===== src/rtl/dwio_pkg.sv =====
// dwio_pkg: shared types, constants and tables for the dead-wheel imu odometry core
// no dependencies; imported by the interfaces' users, the controller and the datapath
package dwio_pkg;

    // fixed-point constants
    localparam int ATAN_LEN = 24;
    localparam logic signed [17:0] PI_Q13 = 18'sd25736;
    localparam logic signed [17:0] TWO_PI_Q13 = 18'sd51472;
    localparam logic signed [33:0] HALF_PI_Q30 = 34'sd1686629713;
    localparam logic signed [37:0] CORDIC_K_Q30 = 38'sd652032874;
    localparam logic [15:0] RADIUS_RESET = 16'd1638;
    localparam int TICK_UOPS = 16;
    localparam int IMU_UOPS = 9;

    typedef enum logic [1:0] {
        ACT_ENC  = 2'd0,
        ACT_IMU  = 2'd1,
        ACT_POSE = 2'd2,
        ACT_TICK = 2'd3
    } action_t;

    typedef enum logic [1:0] {
        REG_RADIUS  = 2'd0,
        REG_INV_X   = 2'd1,
        REG_INV_Y   = 2'd2,
        REG_USE_IMU = 2'd3
    } cfg_reg_t;

    // multiplier operand pairs
    typedef enum logic [4:0] {
        M_NONE, M_HSHC, M_HCHC, M_HSHS, M_DX, M_DY, M_VX, M_VY,
        M_PXCY, M_PYSY, M_PXSY, M_PYCY, M_VXCY, M_VYSY, M_VXSY, M_VYCY,
        M_QXX, M_QYY, M_QZZ, M_QWW, M_QXY, M_QWZ, M_QXZ, M_QWY
    } mul_sel_t;

    // what is done with the registered product
    typedef enum logic [4:0] {
        P_NONE, P_SY, P_ACC, P_CY, P_PX, P_PY, P_VX, P_VY, P_WX, P_WY,
        P_VWX, P_VWY, P_QXX, P_QYY, P_QZZ, P_QWW, P_QXY, P_QWZ, P_QXZ, P_QWY
    } post_sel_t;

    typedef enum logic [2:0] {
        CO_NONE, CO_INIT_ROT, CO_INIT_VEC, CO_STEP_ROT, CO_STEP_VEC
    } cordic_op_t;

    typedef struct packed {
        mul_sel_t  mul;
        post_sel_t post;
    } uop_t;

    typedef struct packed {
        logic       capture;
        logic       commit_enc;
        logic       commit_pose;
        logic       commit_imu;
        logic       emit;
        cordic_op_t cordic_op;
        logic [4:0] step;
        mul_sel_t   mul_sel;
        post_sel_t  post_sel;
    } dp_cmd_t;

    typedef struct packed {
        action_t action;
        logic    use_imu;
        logic    tick_ok;
        logic    out_free;
    } dp_stat_t;

    typedef struct packed {
        action_t            action;
        logic signed [31:0] pos_x_in;
        logic signed [31:0] pos_y_in;
        logic signed [31:0] speed_x_in;
        logic signed [31:0] speed_y_in;
        logic signed [15:0] quat_x_in;
        logic signed [15:0] quat_y_in;
        logic signed [15:0] quat_z_in;
        logic signed [15:0] quat_w_in;
        logic signed [15:0] rate_or_yaw;
    } item_t;

    typedef struct packed {
        logic signed [31:0] pose_x;
        logic signed [31:0] pose_y;
        logic signed [15:0] heading;
        logic signed [15:0] heading_quat_z;
        logic signed [15:0] heading_quat_w;
        logic signed [31:0] vel_x_world;
        logic signed [31:0] vel_y_world;
        logic signed [15:0] yaw_rate_out;
    } res_t;

    // arctangent of 2^-i in Q2.30
    function automatic logic [31:0] atan_tab(input logic [4:0] i);
        case (i)
            5'd0:  return 32'd843314856;
            5'd1:  return 32'd497837829;
            5'd2:  return 32'd263043836;
            5'd3:  return 32'd133525158;
            5'd4:  return 32'd67021686;
            5'd5:  return 32'd33543515;
            5'd6:  return 32'd16775850;
            5'd7:  return 32'd8388437;
            5'd8:  return 32'd4194282;
            5'd9:  return 32'd2097149;
            5'd10: return 32'd1048575;
            5'd11: return 32'd524287;
            5'd12: return 32'd262143;
            5'd13: return 32'd131071;
            5'd14: return 32'd65535;
            5'd15: return 32'd32767;
            5'd16: return 32'd16383;
            5'd17: return 32'd8191;
            5'd18: return 32'd4095;
            5'd19: return 32'd2047;
            5'd20: return 32'd1023;
            5'd21: return 32'd511;
            5'd22: return 32'd255;
            5'd23: return 32'd127;
            default: return 32'd0;
        endcase
    endfunction

    // wrap into (-pi, pi]; operands stay within one turn of the range
    function automatic logic signed [15:0] wrap_q13(input logic signed [17:0] a);
        logic signed [17:0] r;
        r = a;
        if (a > PI_Q13)
            r = a - TWO_PI_Q13;
        else if (a <= -PI_Q13)
            r = a + TWO_PI_Q13;
        return r[15:0];
    endfunction

    // clamp to plus or minus one in Q2.30
    function automatic logic signed [31:0] clamp_q30(input logic signed [68:0] v);
        if (v > 69'sd1073741824)
            return 32'sd1073741824;
        else if (v < -69'sd1073741824)
            return -32'sd1073741824;
        else
            return v[31:0];
    endfunction

    // saturate to 32-bit signed
    function automatic logic signed [31:0] sat32(input logic signed [68:0] v);
        if (v > 69'sd2147483647)
            return 32'sh7fffffff;
        else if (v < -69'sd2147483648)
            return 32'sh80000000;
        else
            return v[31:0];
    endfunction

    // tick sequence: multiply, then use the registered product in the next cycle
    function automatic uop_t tick_uop(input logic [4:0] k);
        case (k)
            5'd0:  return '{M_HSHC, P_NONE};
            5'd1:  return '{M_HCHC, P_SY};
            5'd2:  return '{M_HSHS, P_ACC};
            5'd3:  return '{M_DX,   P_CY};
            5'd4:  return '{M_DY,   P_PX};
            5'd5:  return '{M_VX,   P_PY};
            5'd6:  return '{M_VY,   P_VX};
            5'd7:  return '{M_PXCY, P_VY};
            5'd8:  return '{M_PYSY, P_ACC};
            5'd9:  return '{M_PXSY, P_WX};
            5'd10: return '{M_PYCY, P_ACC};
            5'd11: return '{M_VXCY, P_WY};
            5'd12: return '{M_VYSY, P_ACC};
            5'd13: return '{M_VXSY, P_VWX};
            5'd14: return '{M_VYCY, P_ACC};
            5'd15: return '{M_NONE, P_VWY};
            default: return '{M_NONE, P_NONE};
        endcase
    endfunction

    // imu sequence: quaternion products for norm, yaw terms and gimbal test
    function automatic uop_t imu_uop(input logic [4:0] k);
        case (k)
            5'd0: return '{M_QXX,  P_NONE};
            5'd1: return '{M_QYY,  P_QXX};
            5'd2: return '{M_QZZ,  P_QYY};
            5'd3: return '{M_QWW,  P_QZZ};
            5'd4: return '{M_QXY,  P_QWW};
            5'd5: return '{M_QWZ,  P_QXY};
            5'd6: return '{M_QXZ,  P_QWZ};
            5'd7: return '{M_QWY,  P_QXZ};
            5'd8: return '{M_NONE, P_QWY};
            default: return '{M_NONE, P_NONE};
        endcase
    endfunction

endpackage


===== src/rtl/dwio_ctrl.sv =====
// dwio_ctrl: sequencer for the odometry core; decodes items and steps cordic and multiplies
// depends on dwio_pkg; commands dwio_dp
module dwio_ctrl
    import dwio_pkg::*;
#(
    parameter int CORDIC_STEPS = 16
)
(
    input  logic     clk,
    input  logic     rst_n,
    input  logic     in_valid,
    output logic     in_ready,
    input  dp_stat_t stat,
    output dp_cmd_t  cmd
);

    localparam int NSTEP = (CORDIC_STEPS < 0) ? 0 :
                           ((CORDIC_STEPS > ATAN_LEN) ? ATAN_LEN : CORDIC_STEPS);
    localparam logic [4:0] LAST_STEP = 5'(NSTEP - 1);
    localparam logic [4:0] LAST_TICK = 5'(TICK_UOPS - 1);
    localparam logic [4:0] LAST_IMU = 5'(IMU_UOPS - 1);

    typedef enum logic [8:0] {
        S_IDLE    = 9'b000000001,
        S_DECODE  = 9'b000000010,
        S_QMUL    = 9'b000000100,
        S_VINIT   = 9'b000001000,
        S_VEC     = 9'b000010000,
        S_IMUDONE = 9'b000100000,
        S_ROT     = 9'b001000000,
        S_TMUL    = 9'b010000000,
        S_EMIT    = 9'b100000000
    } state_t;

    state_t     state_reg, state_next;
    logic [4:0] cnt_reg, cnt_next;
    uop_t       uop;

    // next state and commands
    always_comb
    begin
        state_next = state_reg;
        cnt_next   = cnt_reg;
        in_ready   = 1'b0;
        cmd        = '0;
        cmd.step   = cnt_reg;
        uop        = '{M_NONE, P_NONE};
        case (state_reg)
            S_IDLE:
            begin
                in_ready = 1'b1;
                if (in_valid)
                begin
                    cmd.capture = 1'b1;
                    state_next  = S_DECODE;
                end
            end
            S_DECODE:
            begin
                cnt_next = '0;
                case (stat.action)
                    ACT_ENC:
                    begin
                        cmd.commit_enc = 1'b1;
                        state_next     = S_IDLE;
                    end
                    ACT_POSE:
                    begin
                        cmd.commit_pose = 1'b1;
                        state_next      = S_IDLE;
                    end
                    ACT_IMU:
                        state_next = stat.use_imu ? S_QMUL : S_IDLE;
                    ACT_TICK:
                    begin
                        if (stat.tick_ok)
                        begin
                            cmd.cordic_op = CO_INIT_ROT;
                            state_next    = (NSTEP == 0) ? S_TMUL : S_ROT;
                        end
                        else
                        begin
                            state_next = S_IDLE;
                        end
                    end
                    default: state_next = S_IDLE;
                endcase
            end
            S_QMUL:
            begin
                uop          = imu_uop(cnt_reg);
                cmd.mul_sel  = uop.mul;
                cmd.post_sel = uop.post;
                cnt_next     = cnt_reg + 5'd1;
                if (cnt_reg == LAST_IMU)
                    state_next = S_VINIT;
            end
            S_VINIT:
            begin
                cmd.cordic_op = CO_INIT_VEC;
                cnt_next      = '0;
                state_next    = (NSTEP == 0) ? S_IMUDONE : S_VEC;
            end
            S_VEC:
            begin
                cmd.cordic_op = CO_STEP_VEC;
                cnt_next      = cnt_reg + 5'd1;
                if (cnt_reg == LAST_STEP)
                    state_next = S_IMUDONE;
            end
            S_IMUDONE:
            begin
                cmd.commit_imu = 1'b1;
                state_next     = S_IDLE;
            end
            S_ROT:
            begin
                cmd.cordic_op = CO_STEP_ROT;
                cnt_next      = cnt_reg + 5'd1;
                if (cnt_reg == LAST_STEP)
                begin
                    cnt_next   = '0;
                    state_next = S_TMUL;
                end
            end
            S_TMUL:
            begin
                uop          = tick_uop(cnt_reg);
                cmd.mul_sel  = uop.mul;
                cmd.post_sel = uop.post;
                cnt_next     = cnt_reg + 5'd1;
                if (cnt_reg == LAST_TICK)
                    state_next = S_EMIT;
            end
            S_EMIT:
            begin
                if (stat.out_free)
                begin
                    cmd.emit   = 1'b1;
                    state_next = S_IDLE;
                end
            end
            default: state_next = S_IDLE;
        endcase
    end

    // state registers
    always_ff @(posedge clk or negedge rst_n)
    begin
        if (!rst_n)
        begin
            state_reg <= S_IDLE;
            cnt_reg   <= '0;
        end
        else
        begin
            state_reg <= state_next;
            cnt_reg   <= cnt_next;
        end
    end

    // a taken request is always decoded next
    a_accept_decode: assert property (@(posedge clk) disable iff (!rst_n)
        (in_valid && in_ready) |=> (state_reg == S_DECODE))
        else $error("accepted request not decoded");

    // a result is only loaded when the output register can take it
    a_emit_free: assert property (@(posedge clk) disable iff (!rst_n)
        cmd.emit |-> stat.out_free)
        else $error("result loaded over a pending result");

    // cordic step index stays inside the table
    a_step_range: assert property (@(posedge clk) disable iff (!rst_n)
        ((state_reg == S_ROT) || (state_reg == S_VEC)) |-> (cnt_reg <= LAST_STEP))
        else $error("cordic step out of range");

    // a stale tick goes straight back to idle
    a_stale_tick: assert property (@(posedge clk) disable iff (!rst_n)
        ((state_reg == S_DECODE) && (stat.action == ACT_TICK) && !stat.tick_ok)
        |=> (state_reg == S_IDLE))
        else $error("stale tick started work");

endmodule

===== config.mk =====
export PLATFORM = sky130hd
export DESIGN_NAME = dwio_ctrl
export DESIGN_NICKNAME = d
export VERILOG_FILES = /design/src/rtl/dwio_pkg.sv /design/src/rtl/dwio_ctrl.sv
export SDC_FILE = /design/constraint.sdc
export NUM_CORES = 1
export LEC_CHECK = 0
export BUFFER_PORTS_ARGS = -buffer_cell sky130_fd_sc_hd__buf_2
export CAP_MARGIN = 20
export CORE_UTILIZATION = 30
export CTS_CLUSTER_DIAMETER = 100
export DETAILED_ROUTE_END_ITERATION = 8
export GPL_TIMING_DRIVEN = 0
export PLACE_DENSITY_LB_ADDON = 0.25
export SLEW_MARGIN = 20
export SYNTH_ARGS = -nofsm -noshare
export SYNTH_HDL_FRONTEND = slang
export SYNTH_SLANG_ARGS = --single-unit

===== constraint.sdc =====
create_clock -name clk -period 2.54 [get_ports clk]
set_input_delay 0.508 -clock clk [delete_from_list [all_inputs] [get_ports clk]]
set_output_delay 0.508 -clock clk [all_outputs]
set_load 0.05 [all_outputs]

### Word-level counts from Yosys, hierarchy flattened

Memory sizes are Yosys's and may differ from the RTL's.
Cells that the tools add are included.

* equality and inequality tests: 20
* mux-type cells: 27
* reductions and logical operators: 6
* $add $sub $neg: 1

Operator list (count)
* 9-bit one-hot mux with 8 select lines: 1
* 9-bit 2-to-1 mux: 6
* 9-bit one-hot mux with 3 select lines: 1
* 10-bit 2-to-1 mux: 2
* 10-bit one-hot mux with 2 select lines: 1
* 5-bit one-hot mux with 3 select lines: 1
* 2-bit != test (second input constant): 6
* 3-bit one-hot mux with 4 select lines: 1
* 5-bit by 4-bit == test with 1-bit output (second input constant): 2
* 1-bit 2-to-1 mux: 10
* 9-bit by 1-bit == test with 1-bit output (second input constant): 1
* 9-bit by 2-bit == test with 1-bit output (second input constant): 1
* 9-bit by 3-bit == test with 1-bit output (second input constant): 1
* 9-bit by 4-bit == test with 1-bit output (second input constant): 1
* 9-bit by 5-bit == test with 1-bit output (second input constant): 1
* 9-bit by 6-bit == test with 1-bit output (second input constant): 1
* 9-bit by 7-bit == test with 1-bit output (second input constant): 1
* 9-bit by 8-bit == test with 1-bit output (second input constant): 1
* 9-bit == test (second input constant): 1
* 7-bit 2-to-1 mux: 1
* 6-bit AND reduction: 1
* 5-bit by 1-bit adder with 5-bit output (second input constant): 1
* 5-bit 2-to-1 mux: 1
* 2-bit == test (second input constant): 2
* 7 further kinds: 8

* bits in registers: 14
* output and inout bits: 24
* memories: 2
* bits in read-only memories: 272
* input bits: 8
* word-level logic and storage cells: 58

Memory list
* (name not given): words 16, width 9, read ports 1, clocked after Yosys merged registers in 0, write ports 0, RTL line dwio_pkg.sv:181 `case (k)`
* (name not given): words 16, width 8, read ports 1, clocked after Yosys merged registers in 0, write ports 0, RTL line dwio_pkg.sv:158 `case (k)`

### Logic depth before layout (Yosys ltp)

* word-level depth: 4
* mapped depth: 8
* gate-level depth less buffers: 7

### Least setup slack after synthesis

No wires, ideal clock.

* path type: register -> output
* start: reg cnt_reg[0]
* end: out cmd[2] in the netlist's numbering
* required time: 2.032 ns
* arrival time: 2.614 ns
* setup slack: -0.582 ns
* stages on the path, launching flop included: 6
* cells stage by stage: dfrtp_1 -> inv_1 -> ha_1 -> o21ai_0 -> nand2_1 -> a211oi_1

RTL lines
* start, declared: RTL line dwio_ctrl.sv:36 `logic [4:0] cnt_reg, cnt_next;`
* start signal, assigned: RTL line dwio_ctrl.sv:158 `cnt_reg <= cnt_next;`
* end, declared: RTL line dwio_ctrl.sv:14 `output dp_cmd_t cmd`

==> flow_summary_export.csv <==
group,metric,value,unit
synth,synth_fp_nets,181,
synth,synth-compound-area-share,16.1,%
setup_path,r2r_setup_slack,0.23,ns
clock_tree,cts_tree,"done",
place,gp_congestion,0.835,
cells_and_area,mostFrequentLayoutCell,"buf_2",
global_routing,grt_pass1_vias,1245,
timing,rsz0062_at_grt,"true",
timing,drv_slew,0,
place,hpwl,2.65,mm
clock_tree,cts.clk_slew.worst_paths,0.07,ns
setup_path,crit_fanout,7,
clock_tree,clkLatencyLatePin,0.25,ns
synth,synth_fa_ha_area_share,8.56,%
setup_path,worstSetupPathType,"flop to output port",
setup_path,crit_required,2.03,ns
setup_path,reg2regPathDepth,6,
die,die_area,0.00466,sq mm
status,status,"finished, violations left",
synth,synth_area_leader_cell,"dfrtp_1",
clock_tree,cts_buffers,3,
synth,yosys-top-cells-area,"dfrtp_1 (25%), ha_1 (8.6%), nand2_1 (4.3%)",
setup_path,startpoint_type,"flop",
cells_and_area,layout_common_cells,"buf_2 (21), buf_4 (20), nand2_1 (12), nor2_1 (11)",
worst_hold_path,hold_class,"input pin to async pin",
synth,synth.distinct_cells,50,
synth,syn-instance-count,164,
die,fp.dieW,68.2,um
global_routing,grt_pass1_wl,6.13,mm
job,max_cap_violations,0,
clock_tree,cts_buffer_depth,2,
clock_tree,root_buffer,"clkbuf_8",
clock_tree,htree_levels,1,
route,vias,1371,
power_and_ir_drop,power,1.17,mW
timing,hold_viol,0,
route,wl_per_cell,14.0,um
route,drt_iter0_markers,77,
cells_and_area,nNetsFinal,231,
route,dr.pass1.iters,4,
setup_path,end_kind,"output port",
power_and_ir_drop,power_density,602,mW/mm^2
timing,finalCriticalPeriod,2.57,ns
timing,fin_crit_sh,101,%
die,num_io_pins,32,
die,coreArea,0.00412,sq mm
synth,seq_area_frac_synth,26.7,%
synth,synth_edf_count,0,
synth,synth-async-reset-ratio,100,%
global_routing,grt_start_max_net_pins,15,
power_and_ir_drop,leakagePower,0.889,nW
timing,fin_setup_tns,-0.0677,ns
synth,synth_mux_area_share,4.85,%
setup_path,cp_data_arrival_time,2.06,ns
synth,synth_xor_area_share,1.33,%
clock_tree,clkSinkCount,14,
status,violations,"setup timing",
global_routing,antenna_found_initial,0,
cells_and_area,drive_gt1_share,45.5,%
power_and_ir_drop,peakVddDrop,0.000188,V
setup_path,r2r-end,"cnt_reg[4]$_DFFE_PN0P_",
timing,worst_slew_pin_slew,0.560,ns
timing,fin_worst_skew,0.00899,ns
cells_and_area,largest_reg_flops,9,
cells_and_area,antennaDiodeCount,0,
place,place_inst,245,
die,start_util,32.0,%
timing,max_freq,0.390,GHz
timing,relSlewSlack,62.3,%
route,routed_via_density,5.21,
route,drtAntennaViolNets,0,
die,std_cell_rows,23,
synth,synth_top_area_share,24.7,%
synth,avgSynthCellArea,8.03,sq um
setup_path,r2r-start,"state_reg[0]$_DFFE_PN1P_",
cells_and_area,final_cells,263,
synth,synth_top_family_by_area,"simple AND/OR/NAND/NOR gates",
place,preCtsSetupSlack,-0.156,ns
synth,syn_area,0.00132,sq mm
cells_and_area,area_growth,47.3,%
synth,ys_ff_latch,14,
route,routed_wl,3.69,mm
die,die_h,68.2,um
cells_and_area,fillers,416,
global_routing,overflow,0,
global_routing,grt_usage,17.7,%
route,post-route-drc-count,0,
synth,ys_warn_count,0,
synth,dominantRegCellSynth,"dfrtp_1",
timing,layout_setup_ws,-0.0256,ns
timing,setup-violations-final,4,
synth,synthSimpleGateAreaFrac,35.2,%
place,io_buffers,31,
cell families after synthesis:
group | count (synthesis)
compound gates | 33
xor+xnor | 2
fa+ha+maj | 9
buf+inv | 22
flops | 14
mux | 6
simple gates | 78
critical path, cell delays in order (launching register included):
cell and delay [ns]:
dfrtp_1 0.37, buf_6 0.13, nor4_4 0.38, nand4_1 0.25, nor3_4 0.31, a32o_2 0.19
buf_6 0.15
cell type report:
type / instances / area (sq um) / share of cell area [%]
plain buffers: 10 / 66.3 / 3.42
inverters: 11 / 41.3 / 2.13
well taps: 50 / 62.6 / 3.23
clock buffers: 4 / 55.1 / 2.84
flip-flops and latches: 14 / 357 / 18.4
repair buffers: 46 / 335 / 17.3
multi-input cells: 128 / 1020 / 52.7
power by group:
part / switching, mW / total [mW] / internal (mW)
clock network: 0.0877 / 0.225 / 0.137
logic: 0.414 / 0.648 / 0.235
registers: 0.0365 / 0.294 / 0.258
total: 0.538 / 1.17 / 0.630
per-stage QoR:
step,hold slack [ns],instance area [sq um],utilization [%]
2_1_floorplan,0.212,1420,-
3_3_place_gp,0.436,1630,39.7
3_5_place_dp,0.439,1630,39.7
4_1_cts,0.175,1820,44.2
5_1_grt,0.186,1940,47.1
6_report,0.155,1940,47.1
cells in the mapped netlist (2+ instances only):
master    number
a211oi_1       2
a21oi_1        5
a22o_1         2
and2_1         4
and4_1         2
and4b_1        2
buf_2          5
clkbuf_1       5
dfrtp_1       13
ha_1           9
inv_1         11
mux2_2         2
mux2i_1        3
nand2_1       15
nand2b_1       2
nand3_1        8
nand4_1        3
nor2_1        13
nor2b_1        2
nor3_1         7
nor3b_1        2
nor4_1         2
nor4_2         3
o21ai_0       11
o21ai_1        3
o32ai_1        2
or3_1          2
or4_1          2
how the worst max path moves through the flow:
stage	from	endpoint	slack, ns	cells after the start
finish	state_reg[4]$_DFFE_PN0P_	cmd[3]	-0.03	6
global route	state_reg[4]$_DFFE_PN0P_	cmd[7]	-0.11	7
CTS	state_reg[4]$_DFFE_PN0P_	cmd[3]	-0.006	6
detailed placement	state_reg[0]$_DFFE_PN1P_	cmd[5]	-0.16	7
global placement	state_reg[0]$_DFFE_PN1P_	cmd[7]	-0.18	7
floorplan	state_reg[7]$_DFFE_PN0P_	cmd[3]	-0.11	5
what timing repair did:
action	4_1_cts	5_1_grt
gates resized for setup	25	27
hold buffers	0	0
gates cloned	0	0
setup buffers	6	9
pin swaps	5	5
endpoints found under the setup margin	10	16
per-layer routing:
layer  up-vias  wire, um  global-route usage [%]
li1        692         -                       -
met1       652      1940                    26.1
met2        23      1620                    26.7
met3         4        93                    2.00
met4         0        30                    4.69
met5         -         0                       0
Note: power is estimated with default switching activity, not from simulation.
